**src/hdl/ote_pkg.sv**
```systemverilog
package ote_pkg;

  localparam int unsigned MaxPixels = 16384;
  localparam int unsigned NumBins   = 256;
  localparam int unsigned BinW      = $clog2(MaxPixels + 1);
  localparam int unsigned IdxW      = 8;
  localparam int unsigned SumW      = BinW + IdxW;
  localparam int unsigned PW        = SumW + BinW;
  localparam int unsigned HalfW     = PW / 2;
  localparam int unsigned SqW       = 2 * PW;
  localparam int unsigned DenW      = 2 * BinW;
  localparam int unsigned CrossW    = SqW + DenW;
  localparam int unsigned QDepth    = 2;

  typedef struct packed {
    logic [IdxW-1:0] pixel_value;
    logic            last_pixel;
  } pix_t;

  typedef struct packed {
    logic [IdxW-1:0] threshold;
    logic            overflowed;
  } res_t;

  typedef enum logic [3:0] {
    S_COUNT,
    S_TOTAL_RD,
    S_TOTAL_ACC,
    S_SCAN_RD,
    S_SCAN_ACC,
    S_SCAN_MUL,
    S_SCAN_DIFF,
    S_SCAN_SQ,
    S_SCAN_CMP,
    S_SCAN_CROSS,
    S_EMIT,
    S_CLEAR
  } bk_state_e;

endpackage

```
**src/hdl/ote_queue.sv**
```systemverilog
module ote_queue import ote_pkg::*; (
  input  logic clk_i,
  input  logic rst_ni,
  input  logic push_i,
  input  pix_t push_data_i,
  output logic full_o,
  input  logic pop_i,
  output logic empty_o,
  output pix_t pop_data_o
);
  localparam int unsigned PtrW = $clog2(QDepth);

  pix_t            slot_q [QDepth];
  logic [PtrW-1:0] wr_q, rd_q;
  logic [PtrW:0]   cnt_q;

  assign full_o     = cnt_q == (PtrW+1)'(QDepth);
  assign empty_o    = cnt_q == '0;
  assign pop_data_o = slot_q[rd_q];

  always_ff @(posedge clk_i) begin
    if (push_i) begin
      slot_q[wr_q] <= push_data_i;
    end
  end

  always_ff @(posedge clk_i or negedge rst_ni) begin
    if (!rst_ni) begin
      wr_q  <= '0;
      rd_q  <= '0;
      cnt_q <= '0;
    end else begin
      if (push_i) begin
        wr_q <= (wr_q == PtrW'(QDepth - 1)) ? '0 : wr_q + 1'b1;
      end
      if (pop_i) begin
        rd_q <= (rd_q == PtrW'(QDepth - 1)) ? '0 : rd_q + 1'b1;
      end
      cnt_q <= cnt_q + (PtrW+1)'(push_i) - (PtrW+1)'(pop_i);
    end
  end
endmodule

```
**config.mk**
```make
export PLATFORM = sky130hd
export DESIGN_NAME = ote_queue
export DESIGN_NICKNAME = d
export VERILOG_FILES = /design/src/hdl/ote_pkg.sv /design/src/hdl/ote_queue.sv
export SDC_FILE = /design/constraint.sdc
export NUM_CORES = 1
export LEC_CHECK = 0
export ABC_CLOCK_PERIOD_IN_PS = 1450
export BUFFER_PORTS_ARGS = -buffer_cell sky130_fd_sc_hd__buf_2
export CORE_ASPECT_RATIO = 1.2
export CORE_MARGIN = 2
export CORE_UTILIZATION = 34
export CTS_BUF_LIST = sky130_fd_sc_hd__clkbuf_4
export DETAILED_ROUTE_END_ITERATION = 12
export PLACE_DENSITY_LB_ADDON = 0.2
export SLEW_MARGIN = 20
export SYNTH_ARGS = -nofsm -noshare
export SYNTH_HDL_FRONTEND = slang
export SYNTH_SLANG_ARGS = --single-unit
```
**constraint.sdc**
```tcl
create_clock -name clk_i -period 1.45 [get_ports clk_i]
set_input_delay 0.0725 -clock clk_i [delete_from_list [all_inputs] [get_ports clk_i]]
set_output_delay 0.0725 -clock clk_i [all_outputs]
set_load 0.05 [all_outputs]
```
==> flow_summary_export.csv <==
group,metric,value,unit
logic_synthesis,ys_seq_elements,22,
clocking,clock-sinks,22,
finish,diodes,0,
timing,fin_tns_setup,0,ps
global_routing,antenna_found_initial,0,
placement,postPlaceCellArea,1050,um2
setup_path,critPathMaxFanout,2,
die,core_area,2500,um2
timing,fin_crit_sh,0.959,
global_routing,use_met3,0.0225,
placement,gp_congestion,0.621,
drt,drt_wl_total,1230,um
pwr,p_leak,0.554,nW
global_routing,grt_use_met2,0.188,
global_routing,grt_util_all_layers,0.0884,
die,rows,20,
timing,maxSlewHeadroom,0.700,
setup_path,path_class,"in -> reg",
clocking,post_cts_buffers,0,
finish,area_growth,45.3,%
logic_synthesis,synth_area_per_cell,20.5,um2
timing,fmax,719,MHz
die,io_pins,24,
clocking,numCtsBuffers,3,
setup_path,cp_data_arrival_time,1580,ps
die,fp.dieArea,3020,um2
finish,drive_gt1_frac,0.464,
clocking,tritoncts,"yes",
drt,ant_nets,0,
setup_path,cp-end-kind,"flip-flop",
die,fp.dieH,59.8,um
timing,setup_violations,0,
logic_synthesis,synth_warnings,0,
logic_synthesis,synthCells,43,
drt,vias,479,
setup_path,start_kind,"input pin",
timing,worstMarginPinSlew,450,ps
die,die_w,50.5,um
global_routing,grt_max_degree,14,
clocking,clk_latency,300,ps
job,cap_violations,0,
pwr,power.density,2100,nW/um2
logic_synthesis,syn-num-nets,58,
placement,hpwl,868,um
logic_synthesis,ys_seq_area_frac,0.725,
finish,final_cell_area,1280,um2
timing,hold_violations,0,
die,initial_core_util,0.353,
logic_synthesis,yosysUniqueCellTypes,11,
finish,utilization,0.513,
logic_synthesis,syn_area,883,um2
global_routing,grt_first_pass_wirelength,1880,um
drt,drt-initial-drc-count,12,
pwr,ir_drop,0.886,mV
timing,finalClockSkew,2.95,ps
placement,portBuffers,23,
timing,drv_slew,0,
global_routing,grt_pass1_vias,470,
timing,period_minus_slack,1390,ps
clocking,cts_max_level,1,
outcome,status,"finished, final reports clean",
worst_hold_path,hold_class,"in -> async",
global_routing,grt_overflow,0,
clocking,clk_pin_slew,120,ps
drt,wl_per_cell,10.5,um
timing,grt_setup_unrepaired,"false",
drt,first_pass_iters,4,
global_routing,use_met1,0.0705,
finish,fin_nets,100,
clocking,root_buffer,"clkbuf_4",
drt,drc,0,
global_routing,busiest_layer,"met2",
clocking,clk_path_buf_depth,2,
drt,vias_per_cell,4.09,
setup_path,required,1640,ps
finish,fillers,222,
cells in the mapped netlist, drive strengths merged:
| library cell | n | share of area |
|---|---|---|
| xor2 | 2 | 0.020 |
| nor2 | 1 | 0.0042 |
| dfrtp | 4 | 0.11 |
| buf | 1 | 0.013 |
| xor3 | 1 | 0.027 |
| mux2 | 9 | 0.15 |
| edfxtp | 18 | 0.61 |
| inv | 2 | 0.0085 |
| ha | 2 | 0.028 |
| nor2b | 2 | 0.014 |
| and2 | 1 | 0.0071 |
power breakdown:
part / internal, W / leakage [nW] / switching [W] / total, W
clock: 0.000279 / 0.0279 / 0.000178 / 0.000457
sequential: 0.000857 / 0.216 / 0.0000607 / 0.000918
combinational: 0.000572 / 0.310 / 0.000748 / 0.00132
total: 0.00171 / 0.554 / 0.000987 / 0.00270
kinds of logic after synthesis:
| group | Yosys count | synth area share |
|---|---|---|
| flip-flops | 22 | 0.725 |
| AND/OR/NAND/NOR | 4 | 0.0255 |
| adder cells (fa/ha/maj) | 2 | 0.0283 |
| multiplexers | 9 | 0.153 |
| buffers and inverters | 3 | 0.0212 |
| XOR/XNOR | 3 | 0.0467 |
path summary, 6_finish.rpt:
check	from	endpoint	slack [ps]	depth (start not counted)
max	pop_i	cnt_q[1]$_DFF_PN0_	60	6
min	rst_ni	wr_q$_DFFE_PN0P_	90	2
max reg2reg	cnt_q[0]$_DFF_PN0_	cnt_q[1]$_DFF_PN0_	80	5
min reg2reg	wr_q$_DFFE_PN0P_	wr_q$_DFFE_PN0P_	490	1
max in group asynchronous	rst_ni	cnt_q[1]$_DFF_PN0_	1240	2
min in group clk_i	wr_q$_DFFE_PN0P_	wr_q$_DFFE_PN0P_	490	1
flip-flops by register name, summed over array words and instances, names as in the netlist:
name / count
wr_q: 1
slot_q: 18
cnt_q: 2
rd_q: 1
metal layers:
layer | part of all wire | vias up
met5 | 0 | -
met4 | 0.0065 | 0
met3 | 0.039 | 2
met2 | 0.60 | 11
met1 | 0.36 | 229
li1 | - | 237
stage by stage:
step                std cells  total power, W  hold slack, ps  setup slack (ps)
global placement          101         0.00207            -117               124
global route              117         0.00282            81.5              11.5
floorplan                  43         0.00187            -223               137
detailed placement        101         0.00209            -113              75.3
finish                    117         0.00270            88.4              59.4
CTS                       117         0.00264            73.3            0.0746
cell type report:
class                   instances  area, um2  area share
repair buffers                 38        318       0.248
multi-input cells              18        224       0.174
well taps                      33       41.3      0.0322
inverters                       2       7.51     0.00585
clock buffers                   3       22.5      0.0175
clock inverters                 1       30.0      0.0234
flip-flops and latches         22        641       0.499
worst max-delay path, stage by stage:
cell,delay (ps)
dlygate4sd3_1,520
buf_2,140
ha_1,280
inv_1,50
ha_1,130
xor3_1,380
placed cells by master (no fill, tap or decap):
cell type      Yosys  routed
clkbuf_4           0       3
mux2_4             9       9
xor3_1             1       1
xor2_1             2       2
edfxtp_1          18      18
buf_2              0      14
and2_1             1       1
nor2b_1            2       2
bufinv_16          0       1
ha_1               2       2
inv_1              2       2
buf_4              0       2
buf_6              1      10
dfrtp_1            4       4
dlygate4sd3_1      0      12
nor2_1             1       1
repair_timing:
item	4_1_cts	5_1_grt
pin swaps	0	0
hold endpoints to repair	24	0
endpoints found under the setup margin	7	9
hold buffers	12	0
gates cloned	0	0
resized for setup	9	12
No activity file was read; power rests on OpenSTA's default activity.
